$ cat config.mk
export PLATFORM = sky130hd
export DESIGN_NAME = mbpq_ctrl
export DESIGN_NICKNAME = d
export VERILOG_FILES = /design/src/rtl/core/mbpq_pkg.sv /design/src/rtl/core/mbpq_ctrl.sv
export SDC_FILE = /design/constraint.sdc
export NUM_CORES = 1
export LEC_CHECK = 0
export BUFFER_PORTS_ARGS = -buffer_cell sky130_fd_sc_hd__clkbuf_2
export CORE_MARGIN = 2
export CORE_UTILIZATION = 41
export CTS_CLUSTER_DIAMETER = 60
export CTS_CLUSTER_SIZE = 10
export DETAILED_ROUTE_END_ITERATION = 7
export PLACE_DENSITY = 0.74
export SLEW_MARGIN = 20
export SYNTH_ARGS = -nofsm -noshare
export SYNTH_HDL_FRONTEND = slang
export SYNTH_SLANG_ARGS = --single-unit
$ cat constraint.sdc
create_clock -name clk -period 1.75 [get_ports clk]
set_input_delay 0.0875 -clock clk [delete_from_list [all_inputs] [get_ports clk]]
set_output_delay 0.0875 -clock clk [all_outputs]
set_load 0.05 [all_outputs]
$ cat src/rtl/core/mbpq_pkg.sv
// Package with the sizes, codes and control structs of the bucket priority queue.
`timescale 1ns / 1ps

package mbpq_pkg;

  localparam int NUM_PRIORITIES = 256;
  localparam int NUM_VALUES     = 1024;
  localparam int PRI_W          = $clog2(NUM_PRIORITIES);
  localparam int VAL_W          = $clog2(NUM_VALUES);
  localparam int CFG_IDX_W      = 1;
  localparam int CFG_DATA_W     = 1;

  localparam logic [PRI_W-1:0] PRI_LAST = PRI_W'(NUM_PRIORITIES - 1);
  localparam logic [VAL_W-1:0] VAL_LAST = VAL_W'(NUM_VALUES - 1);

  localparam logic CMD_ADD    = 1'b0;
  localparam logic CMD_REMOVE = 1'b1;

  localparam logic [CFG_IDX_W-1:0] REG_MAXIMIZE = 1'b0;
  localparam logic [CFG_IDX_W-1:0] REG_LIFO     = 1'b1;

  typedef struct packed {
    logic load_item;
    logic clr_wr;
    logic seek_step;
    logic bkt_rd_cur;
    logic bkt_rd_pri;
    logic node_rd_head;
    logic add_first;
    logic add_lifo;
    logic add_fifo;
    logic add_tail;
    logic rem_commit;
    logic rem_empty;
  } mbpq_cmd_t;

  typedef struct packed {
    logic clr_done;
    logic item_nonempty;
    logic cur_nonempty;
    logic cur_at_end;
    logic out_busy;
    logic lifo;
  } mbpq_sts_t;

endpackage

$ cat src/rtl/core/mbpq_ctrl.sv
// Controller state machine that sequences the reset clear and the add, seek and remove operations.
`timescale 1ns / 1ps

module mbpq_ctrl
  import mbpq_pkg::*;
(
  input  logic      clk,
  input  logic      rst_n,
  input  logic      in_valid,
  input  logic      in_cmd,
  output logic      in_ready,
  input  mbpq_sts_t sts,
  output mbpq_cmd_t cmd
);

  typedef enum logic [7:0] {
    ST_CLEAR    = 8'b0000_0001,
    ST_IDLE     = 8'b0000_0010,
    ST_ADD_RD   = 8'b0000_0100,
    ST_ADD_WR   = 8'b0000_1000,
    ST_ADD_TAIL = 8'b0001_0000,
    ST_SEEK     = 8'b0010_0000,
    ST_REM_NODE = 8'b0100_0000,
    ST_REM_UPD  = 8'b1000_0000
  } state_t;

  state_t state_r, state_nxt;

  always_comb begin
    state_nxt = state_r;
    cmd       = '0;
    in_ready  = 1'b0;
    unique case (state_r)
      ST_CLEAR: begin
        cmd.clr_wr = 1'b1;
        if (sts.clr_done) begin
          state_nxt = ST_IDLE;
        end
      end
      ST_IDLE: begin
        in_ready = 1'b1;
        if (in_valid) begin
          cmd.load_item = 1'b1;
          state_nxt     = (in_cmd == CMD_REMOVE) ? ST_SEEK : ST_ADD_RD;
        end
      end
      ST_ADD_RD: begin
        if (!sts.item_nonempty) begin
          cmd.add_first = 1'b1;
          state_nxt     = ST_IDLE;
        end else begin
          cmd.bkt_rd_pri = 1'b1;
          state_nxt      = ST_ADD_WR;
        end
      end
      ST_ADD_WR: begin
        if (sts.lifo) begin
          cmd.add_lifo = 1'b1;
          state_nxt    = ST_IDLE;
        end else begin
          cmd.add_fifo = 1'b1;
          state_nxt    = ST_ADD_TAIL;
        end
      end
      ST_ADD_TAIL: begin
        cmd.add_tail = 1'b1;
        state_nxt    = ST_IDLE;
      end
      ST_SEEK: begin
        if (sts.cur_nonempty) begin
          cmd.bkt_rd_cur = 1'b1;
          state_nxt      = ST_REM_NODE;
        end else if (sts.cur_at_end) begin
          if (!sts.out_busy) begin
            cmd.rem_empty = 1'b1;
            state_nxt     = ST_IDLE;
          end
        end else begin
          cmd.seek_step = 1'b1;
        end
      end
      ST_REM_NODE: begin
        cmd.node_rd_head = 1'b1;
        state_nxt        = ST_REM_UPD;
      end
      ST_REM_UPD: begin
        if (!sts.out_busy) begin
          cmd.rem_commit = 1'b1;
          state_nxt      = ST_IDLE;
        end
      end
      default: begin
        state_nxt = ST_IDLE;
      end
    endcase
  end

  always_ff @(posedge clk) begin
    if (!rst_n) begin
      state_r <= ST_CLEAR;
    end else begin
      state_r <= state_nxt;
    end
  end

`ifndef SYNTH
  a_one_node_write: assert property (@(posedge clk) disable iff (!rst_n)
    $countones({cmd.clr_wr, cmd.add_first, cmd.add_lifo, cmd.add_fifo,
                cmd.add_tail, cmd.rem_commit}) <= 1)
    else $error("more than one node memory write in a cycle");

  a_no_result_overrun: assert property (@(posedge clk) disable iff (!rst_n)
    (cmd.rem_commit || cmd.rem_empty) |-> !sts.out_busy)
    else $error("result loaded while the previous one is still pending");

  a_empty_at_end: assert property (@(posedge clk) disable iff (!rst_n)
    cmd.rem_empty |-> (sts.cur_at_end && !sts.cur_nonempty))
    else $error("empty result reported before the scan reached the end");

  a_commit_after_read: assert property (@(posedge clk) disable iff (!rst_n)
    cmd.rem_commit |-> ($past(cmd.node_rd_head) || $past(state_r) == ST_REM_UPD))
    else $error("remove committed without a node read");
`endif

endmodule

**Word-level counts from Yosys, hierarchy flattened**

Cells that the tools add are included.

- Muxes and demuxes: 31
- Magnitude comparators: 0
- Add/sub/neg operators: 0
- Equal/unequal tests: 11
- Div/mod/pow operators: 0
- Reduce and logical (&&, ||, !) cells: 1
- Multiply operators: 0
- Shift operators: 0
- Bitwise operators: 0

Operator list:

| operator | number |
|---|---|
| $pmux W8 S7 | 1 |
| $mux W8 | 5 |
| $mux W1 | 20 |
| $eq A8 B1 Y1 const B | 1 |
| $eq A8 B2 Y1 const B | 1 |
| $eq A8 B3 Y1 const B | 1 |
| $eq A8 B4 Y1 const B | 1 |
| $eq A8 B5 Y1 const B | 1 |
| $eq A8 B6 Y1 const B | 1 |
| $eq A8 B7 Y1 const B | 1 |
| $eq A8 B8 Y1 const B | 1 |
| $mux W6 | 1 |
| $mux W5 | 1 |
| $mux W2 | 2 |
| $mux W4 | 1 |
| $ne A2 B2 Y1 const B | 2 |
| $ne A3 B3 Y1 const B | 1 |
| $reduce_and A3 Y1 | 1 |

- Input bits: 10
- Logic and storage cells: 44
- Bits in registers: 8
- Bits in latches: 0
- RAM bits: 0
- Memories: 0
- Output and inout bits: 13
- Bits in read-only memories: 0

**Longest topological paths before layout**

Gate-level depths: netlist of run 1.

- Depth after elaboration: 4
- Mapped depth: 6
- Mapped depth without buffers: 5

**Least setup slack after synthesis of run 1**

Ideal clock, no wire load.

- Path kind: register -> output
- Start point: register state_r[2]
- End point: output cmd[0] (netlist bit)
- Arrival time: 2,657 ps
- Stages on the path, launching flop included: 5
- Data required time: 1,662 ps
- Path slack: -995 ps
- Cell sequence: dfxtp_1 > or4_4 > or3_4 > or2_4 > nor3b_1

RTL lines:

| element | RTL line | text |
|---|---|---|
| from (decl) | mbpq_ctrl.sv:27 | `state_t state_r, state_nxt;` |
| from (signal assigned) | mbpq_ctrl.sv:102 | `state_r <= state_nxt;` |
| to (decl) | mbpq_ctrl.sv:13 | `output mbpq_cmd_t cmd` |

==> results.sh, run 1 <==
export IMPL_die_w_um=42.2
export IMPL_dp_cells=120
export IMPL_vias_per_cell=5.68
export IMPL_synth_edf_count=0
export IMPL_clk_latency_ps=250
export IMPL_final_common_cell="buf_4"
export IMPL_crit_family="simple AND/OR/NAND/NOR gates"
export IMPL_end_kind="output port"
export IMPL_grt_pass1_vias=707
export IMPL_vias=738
export IMPL_drt_pass1_iter_count=4
export IMPL_die_area_um2=1780
export IMPL_power_density_nw_per_um2=478
export IMPL_drv_slew=0
export IMPL_reg2reg_slack_ps=-190
export IMPL_drtIter0Drc=10
export IMPL_p_leak_uw=0.000493
export IMPL_path_cells="or4_4 > or3_4 > or2_4 > nor3b_4 > buf_8"
export IMPL_ir_drop_mv=0.487
export IMPL_grt_first_pass_wirelength_mm=3.02
export IMPL_yosys_warnings=0
export IMPL_muxShareOfSynthArea_pct=1.68
export IMPL_cts_hold_buf=0
export IMPL_layout_min_cycle_time_ps=2180
export IMPL_num_fill_cells=92
export IMPL_yosysTopAreaCell="dfxtp_1"
export IMPL_async_flop_share_pct=0
export IMPL_clkSinkCount=8
export IMPL_grt_usage_pct=22.0
export IMPL_synth_xor_area_share_pct=1.47
export IMPL_io_pins=23
export IMPL_syn_area_per_cell_um2=7.65
export IMPL_synth_top_area_share_pct=26.8
export IMPL_ys_flop_type="dfxtp_1"
export IMPL_cts_tree="done"
export IMPL_synth_simple_area_share_pct=49.7
export IMPL_dp_hpwl_mm=1.30
export IMPL_totalWireLength_mm=2.07
export IMPL_numCtsBuffers=3
export IMPL_setup_violations_final=9
export IMPL_instances_no_fill=130
export IMPL_arrival_ps=2090
export IMPL_antenna_found_initial=0
export IMPL_cts_buffer_depth=2
export IMPL_violations="setup timing"
export IMPL_diodes=0
export IMPL_worstSetupStartpointType="flop"
export IMPL_setup_tns_final_ps=-2290
export IMPL_netlist_top_cells_area="dfxtp_1 27%, and3_1 5.2%, nor3_1 5.0%"
export IMPL_rows=13
export IMPL_status="finished with violations"
export IMPL_hp_class="in -> reg"
export IMPL_synth_distinct_cells=36
export IMPL_finalCoreUtilization_pct=81.2
export IMPL_largest_register="state_r"
export IMPL_die_y_um=42.2
export IMPL_tightest_slew_ps=368
export IMPL_final_setup_worst_slack_ps=-426
export IMPL_layout_drive_gt1_share_pct=60.9
export IMPL_largest_reg_flops=8
export IMPL_grt_busiest_layer="met2"
export IMPL_synthToLayoutAreaGrowth_pct=81.6
export IMPL_syn_inst=78
export IMPL_grt_ovfl_total=0
export IMPL_max_stage_delay_ps=540
export IMPL_cts_root_buf="clkbuf_4"
export IMPL_use_met2_pct=35.0
export IMPL_met1_usage_pct=29.2
export IMPL_synthAdderAreaFrac_pct=0
export IMPL_finalPower_uw=518
export IMPL_synth_compound_area_share_pct=16.6
export IMPL_layout_nets=127
export IMPL_gp_congestion=0.782
export IMPL_place_ws_ps=-244
export IMPL_final_cell_mix="15 x buf_4, 12 x clkbuf_2, 7 x buf_8, 6 x nor2_4"
export IMPL_timing_fmax_ghz=0.460
export IMPL_crit_buf_inv=1
export IMPL_use_met3_pct=3.45
export IMPL_grt_max_degree=10
export IMPL_rsz0062_at_grt="yes"
export IMPL_path_class="reg -> out"
export IMPL_reg_top3="state_r (8)"
export IMPL_yosysSeqAreaShare_pct=26.8
export IMPL_maxCapViolations=0
export IMPL_clock_skew_ps=11.5
export IMPL_synth_top_family_by_area="simple AND/OR/NAND/NOR gates"
export IMPL_clk_pin_slew_ps=40
export IMPL_slowest_stage="or4_4"
export IMPL_fin_crit_sh_pct=124
export IMPL_timing_slew_headroom_pct=74.8
export IMPL_syn_nets=88
export IMPL_critPathRequiredTime_ps=1660
export IMPL_finalHoldViolCount=0
export IMPL_drc=0
export IMPL_start_util_pct=44.7
export IMPL_ant_nets=0
export IMPL_cp_max_fo=2
export IMPL_syn_cell_area_um2=597
export IMPL_wire_per_inst_um=15.9
export IMPL_place_port_buffers=22
export IMPL_htreeDepth=1
export IMPL_synth_seq_cells=8
export IMPL_fp_coreArea_um2=1330
metal layers:
layer	share of wire (%)	wire (um)
met4	2.2	46
met2	51	1060
met3	3.8	78
met1	43	887
met5	0	0
cell families after synthesis:
kind of cell	count (synthesis)
simple gates	49
compound gates	13
flops	8
buf+inv	6
xor+xnor	1
mux	1
cell usage after synthesis, drive strengths merged (2+ instances only):
master  instances
dfxtp           8
clkbuf          4
nor2            8
or4             2
nor3            7
o31ai           2
and3            5
nand2           6
and2            4
nand2b          4
nor2b           4
or2             2
nor4            2
inv             2
worst register-to-register path: cells and delay by family (launching register included):
family | cells | cell delay [ps]
AND/OR/NAND/NOR | 4 | 1310
buffers and inverters | 1 | 150
flip-flops | 1 | 320
AO/OA/AOI/OAI | 1 | 30
final timing paths:
check	from	endpoint	cells after the start
setup / recovery	state_r[4]$_SDFFE_PN0P_	cmd[0]	5
hold / removal	in_cmd	state_r[2]$_SDFFE_PN0P_	2
setup reg to reg	state_r[4]$_SDFFE_PN0P_	state_r[1]$_SDFFE_PN0P_	6
hold reg to reg	state_r[3]$_SDFFE_PN0P_	state_r[1]$_SDFFE_PN0P_	3
report_power, final:
| group | internal, uW | leakage, uW | total [uW] | switching (uW) |
|---|---|---|---|---|
| logic | 80.7 | 0.000412 | 187 | 106 |
| clock network | 78.0 | 0.0000138 | 133 | 55.2 |
| registers | 190 | 0.0000666 | 197 | 7.48 |
through the flow:
step	area (um^2)	hold slack [ps]
final	1080	24.8
after CTS	968	9.51
after floorplan	658	159
after global placement	853	264
after global routing	1080	37.2
after detailed placement	853	265
repair_timing:
action	in CTS	in global routing
buffers inserted	1	6
endpoints found under the hold margin	0	0
endpoints found under the setup margin	11	15
pin swaps	5	5
gates resized for setup	22	24
cloned	0	0
final cells by class:
cell class | instances | area (um^2) | area share, %
clock buffer | 3 | 22.5 | 2.08
sequential | 8 | 168 | 15.5
multi-input combinational | 64 | 536 | 49.4
inverter | 2 | 7.51 | 0.693
tap | 15 | 18.8 | 1.73
timing repair buffer | 38 | 332 | 30.6
Power figures use the tool's default switching activity.
==> run 2: changes to the inputs <==
--- a/config.mk
+++ b/config.mk
@@ -6,11 +6,12 @@
 export NUM_CORES = 1
 export LEC_CHECK = 0
 export BUFFER_PORTS_ARGS = -buffer_cell sky130_fd_sc_hd__clkbuf_2
-export CORE_MARGIN = 2
+export CORE_MARGIN = 1
 export CORE_UTILIZATION = 41
 export CTS_CLUSTER_DIAMETER = 60
 export CTS_CLUSTER_SIZE = 10
 export DETAILED_ROUTE_END_ITERATION = 7
+export MAX_ROUTING_LAYER = met4
 export PLACE_DENSITY = 0.74
 export SLEW_MARGIN = 20
 export SYNTH_ARGS = -nofsm -noshare
==> run 2 against run 1 <==
The run still ends with setup timing left. Maximum frequency is 0.50% higher. Non-clock buffer count fell by 4. Combinational power is 5% lower. Power grew 0.24%. Critical path depth stayed put. Register-to-register slack hardly changed. Via count is 2.3% higher. Routed wire length is 4.1% higher. Global-route usage up 6.7 points. Clock power rose by 8%. Clock skew fell by 6.7 ps. Design area decreased by 2.3%. Largest power group unchanged.
==> results.sh, run 2 (synthesis gave the netlist of run 1 again) <==
export IMPL_final_common_cell="clkbuf_2"
export IMPL_io_pins=23
export IMPL_clk_pin_slew_ps=60
export IMPL_cts_root_buf="clkbuf_4"
export IMPL_drt_pass1_iter_count=4
export IMPL_clock_skew_ps=4.76
export IMPL_ir_drop_mv=0.559
export IMPL_ant_nets=0
export IMPL_p_leak_uw=0.000474
export IMPL_die_area_um2=1610
export IMPL_numCtsBuffers=3
export IMPL_clk_latency_ps=250
export IMPL_die_w_um=40.2
export IMPL_largest_reg_flops=8
export IMPL_violations="setup timing"
export IMPL_hp_class="in -> reg"
export IMPL_fp_coreArea_um2=1330
export IMPL_setup_violations_final=10
export IMPL_drc=0
export IMPL_dp_hpwl_mm=1.37
export IMPL_cts_buffer_depth=2
export IMPL_rsz0062_at_grt="yes"
export IMPL_num_fill_cells=86
export IMPL_gp_congestion=0.751
export IMPL_tightest_slew_ps=464
export IMPL_grt_first_pass_wirelength_mm=2.86
export IMPL_vias_per_cell=5.99
export IMPL_status="finished with violations"
export IMPL_grt_ovfl_total=0
export IMPL_setup_tns_final_ps=-2300
export IMPL_vias=755
export IMPL_layout_nets=123
export IMPL_cp_max_fo=2
export IMPL_start_util_pct=44.7
export IMPL_wire_per_inst_um=17.1
export IMPL_fin_crit_sh_pct=124
export IMPL_dp_cells=120
export IMPL_worstSetupStartpointType="flop"
export IMPL_grt_max_degree=10
export IMPL_finalHoldViolCount=0
export IMPL_finalPower_uw=519
export IMPL_layout_drive_gt1_share_pct=58.6
export IMPL_final_setup_worst_slack_ps=-415
export IMPL_drtIter0Drc=43
export IMPL_totalWireLength_mm=2.16
export IMPL_timing_slew_headroom_pct=68.8
export IMPL_place_port_buffers=22
export IMPL_die_y_um=40.2
export IMPL_instances_no_fill=126
export IMPL_end_kind="output port"
export IMPL_final_cell_mix="12 x clkbuf_2, 10 x buf_4, 6 x nor2_4, 6 x buf_8"
export IMPL_synthToLayoutAreaGrowth_pct=77.4
export IMPL_grt_pass1_vias=629
export IMPL_power_density_nw_per_um2=490
export IMPL_diodes=0
export IMPL_htreeDepth=1
export IMPL_rows=13
export IMPL_arrival_ps=2080
export IMPL_maxCapViolations=0
export IMPL_cts_tree="done"
export IMPL_antenna_found_initial=0
export IMPL_path_class="reg -> out"
export IMPL_grt_usage_pct=28.6
export IMPL_timing_fmax_ghz=0.462
export IMPL_clkSinkCount=8
export IMPL_reg_top3="state_r (8)"
export IMPL_drv_slew=0
export IMPL_layout_min_cycle_time_ps=2170
export IMPL_critPathRequiredTime_ps=1660
export IMPL_largest_register="state_r"
==> run 2: worst max-delay path, stage by stage, from the launching register on <==
cell and delay [ps]:
dfxtp_2 320, or4_4 530, or3_4 340, or2_4 270, nor3b_4 200, buf_8 170
==> run 2: final timing paths <==
check	slack, ps	endpoint	start	cells after the start
worst min register to register	640	state_r[7]$_SDFFE_PN0P_	state_r[1]$_SDFFE_PN0P_	2
worst min-delay path	6	state_r[2]$_SDFFE_PN0P_	in_cmd	2
worst max-delay path	-420	cmd[0]	state_r[4]$_SDFFE_PN0P_	5
worst max register to register	-190	state_r[1]$_SDFFE_PN0P_	state_r[4]$_SDFFE_PN0P_	6
==> run 2: power by group <==
| group | internal, uW | total [uW] | switching, uW |
|---|---|---|---|
| logic | 71.1 | 177 | 106 |
| registers | 190 | 199 | 8.90 |
| clock network | 78.6 | 143 | 64.4 |
| total | 339 | 519 | 179 |
==> run 2: final cells by class <==
class                   instances  area, um^2  area share, %
flip-flops and latches          8         165           15.6
multi-input cells              64         529           50.0
repair buffers                 34         315           29.8
well taps                      15        18.8           1.77
clock buffers                   3        22.5           2.13
inverters                       2        7.51          0.709
==> run 2: metal layers <==
layer	up-vias	GRT usage, %	wire length, um
li1	349	-	-
met1	360	34.6	851
met2	42	49.6	1120
met3	4	5.00	156
met4	0	5.17	29
met5	-	-	0
==> run 2: through the flow <==
stage	instance area (um^2)	util, %	hold WS [ps]	worst slack (ps)
2_1_floorplan	658	-	159	-424
3_3_place_gp	853	64.0	264	-218
3_5_place_dp	853	64.0	274	-250
4_1_cts	1010	75.7	11.9	-437
5_1_grt	1060	79.4	13.1	-448
6_report	1060	79.4	5.55	-415
==> run 2: timing repair <==
action / in CTS / in global routing
buffers inserted: 9 / 3
pin swaps: 5 / 4
hold endpoints to repair: 0 / 0
resized for setup: 29 / 17
setup endpoints to repair: 11 / 11
hold buffers: 0 / 0
==> run 3: changes to the inputs <==
--- a/config.mk
+++ b/config.mk
@@ -13,6 +13,7 @@
 export DETAILED_ROUTE_END_ITERATION = 7
 export MAX_ROUTING_LAYER = met4
 export PLACE_DENSITY = 0.74
+export SETUP_SLACK_MARGIN = 0.1
 export SLEW_MARGIN = 20
 export SYNTH_ARGS = -nofsm -noshare
 export SYNTH_HDL_FRONTEND = slang
==> run 3 against run 2 <==
The flow still finishes with violations (setup timing). Clock skew fell by 2.5 ps. Global-route usage down 0.46 points. Routed wire length up 1.6%. Via count grew 0.40%. Critical path type unchanged. Critical endpoint unchanged.
==> results.sh, run 3 (synthesis gave the netlist of run 1 again) <==
export IMPL_drtIter0Drc=7
export IMPL_setup_violations_final=10
export IMPL_dp_hpwl_mm=1.33
export IMPL_critPathRequiredTime_ps=1660
export IMPL_violations="setup timing"
export IMPL_grt_pass1_vias=657
export IMPL_pwr_share_comb_pct=36.3
export IMPL_end_kind="output port"
export IMPL_layout_min_cycle_time_ps=2160
export IMPL_drv_slew=0
export IMPL_worstSetupStartpointType="flop"
export IMPL_vias=758
export IMPL_postPlaceCellArea_um2=841
export IMPL_drc=0
export IMPL_largest_reg_flops=8
export IMPL_slowest_stage="or4_4"
export IMPL_rows=13
export IMPL_reg2reg_slack_ps=-180
export IMPL_die_y_um=40.2
export IMPL_drt_pass1_iter_count=4
export IMPL_layout_nets=128
export IMPL_final_cell_mix="16 x buf_4, 9 x clkbuf_2, 8 x buf_8, 6 x nor2_4, 5 x dfxtp_1"
export IMPL_tightest_slew_ps=438
export IMPL_arrival_ps=2070
export IMPL_final_common_cell="buf_4"
export IMPL_fp_coreArea_um2=1330
export IMPL_maxCapViolations=0
export IMPL_ir_drop_mv=0.666
export IMPL_rsz0062_at_grt="yes"
export IMPL_cts_buffer_depth=2
export IMPL_dp_cells=119
export IMPL_htreeDepth=1
export IMPL_vias_per_cell=5.79
export IMPL_layout_drive_gt1_share_pct=62.1
export IMPL_timing_slew_headroom_pct=70.8
export IMPL_cts_tree="done"
export IMPL_die_area_um2=1610
export IMPL_finalHoldViolCount=0
export IMPL_power_density_nw_per_um2=475
export IMPL_synthToLayoutAreaGrowth_pct=91.4
export IMPL_path_class="reg -> out"
export IMPL_internal_power_uw=357
export IMPL_status="finished with violations"
export IMPL_clk_pin_slew_ps=60
export IMPL_io_pins=23
export IMPL_reg_top3="state_r (8)"
export IMPL_clk_latency_ps=250
export IMPL_gp_congestion=0.831
export IMPL_design_area_um2=1140
export IMPL_switching_power_uw=185
export IMPL_largest_register="state_r"
export IMPL_timing_fmax_ghz=0.462
export IMPL_ant_nets=0
export IMPL_p_leak_uw=0.000506
export IMPL_path_cells="or4_4 > or3_4 > or2_4 > nor3b_4 > buf_8"
export IMPL_place_port_buffers=22
export IMPL_instances_no_fill=131
export IMPL_diodes=0
export IMPL_grt_usage_pct=28.2
export IMPL_clock_skew_ps=2.29
export IMPL_start_util_pct=44.7
export IMPL_antenna_found_initial=0
export IMPL_clkSinkCount=8
export IMPL_hp_class="in -> reg"
export IMPL_grt_ovfl_total=0
export IMPL_max_stage_delay_ps=530
export IMPL_grt_max_degree=10
export IMPL_numCtsBuffers=3
export IMPL_totalWireLength_mm=2.19
export IMPL_p_seq_share_pct=37.4
export IMPL_power_share_clock_pct=26.3
export IMPL_finalHoldWorstSlack_ps=92.7
export IMPL_cp_max_fo=2
export IMPL_cts_root_buf="clkbuf_4"
export IMPL_wire_per_inst_um=16.7
export IMPL_fin_crit_sh_pct=124
export IMPL_swShare_pct=34.1
export IMPL_final_setup_worst_slack_ps=-412
export IMPL_die_w_um=40.2
export IMPL_grt_first_pass_wirelength_mm=2.86
==> run 3: worst max-delay path: cells and delay by family, from the launching register on <==
family,cells,cell delay [ps]
AND/OR/NAND/NOR,4,1330
flip-flops,1,320
buffers and inverters,1,170
==> run 3: final cells by class <==
type	instances	area (um^2)
Timing Repair Buffer	39	368
Multi-Input combinational cell	64	562
Inverter	2	7.51
Sequential cell	8	164
Fill cell	66	191
Tap cell	15	18.8
Clock buffer	3	22.5
==> run 3: path summary, 6_finish.rpt <==
kind	start	to	depth (start not counted)
setup reg to reg	state_r[4]$_SDFFE_PN0P_	state_r[1]$_SDFFE_PN0P_	6
setup / recovery	state_r[4]$_SDFFE_PN0P_	cmd[0]	5
hold reg to reg	state_r[2]$_SDFFE_PN0P_	state_r[1]$_SDFFE_PN0P_	3
hold / removal	sts[5]	state_r[0]$_SDFFE_PN1P_	2
==> run 3: timing repair <==
item,CTS,global route
hold endpoints to repair,0,1
gates cloned,0,0
hold buffers,0,1
buffers inserted,5,4
pin swaps,6,7
resized for setup,34,24
endpoints found under the setup margin,15,17
==> run 3: power by group through the flow <==
stage	sequential, uW	combinational [uW]	clock [uW]
floorplan	196	101	0
global placement	203	140	0
detailed placement	203	144	0
CTS	201	172	145
global route	203	206	159
finish	203	197	142
==> run 3: stage by stage <==
stage / util, % / power (uW) / setup WS, ps / setup TNS (ps)
detailed placement: 63.0 / 347 / -257 / -919
finish: 85.6 / 542 / -412 / -2650
CTS: 78.3 / 518 / -426 / -2120
global placement: 63.0 / 342 / -215 / -788
floorplan: - / 297 / -424 / -1600
global route: 85.6 / 569 / -470 / -3230
==> run 3: routing by layer <==
metal / part of all wire, % / wire (um) / vias to the layer above / GRT usage, %
met3: 4.1 / 89 / 6 / 7.78
met4: 1.2 / 27 / 0 / 6.90
li1: - / - / 366 / -
met2: 52 / 1150 / 23 / 46.4
met5: 0 / 0 / - / -
met1: 42 / 926 / 363 / 33.6
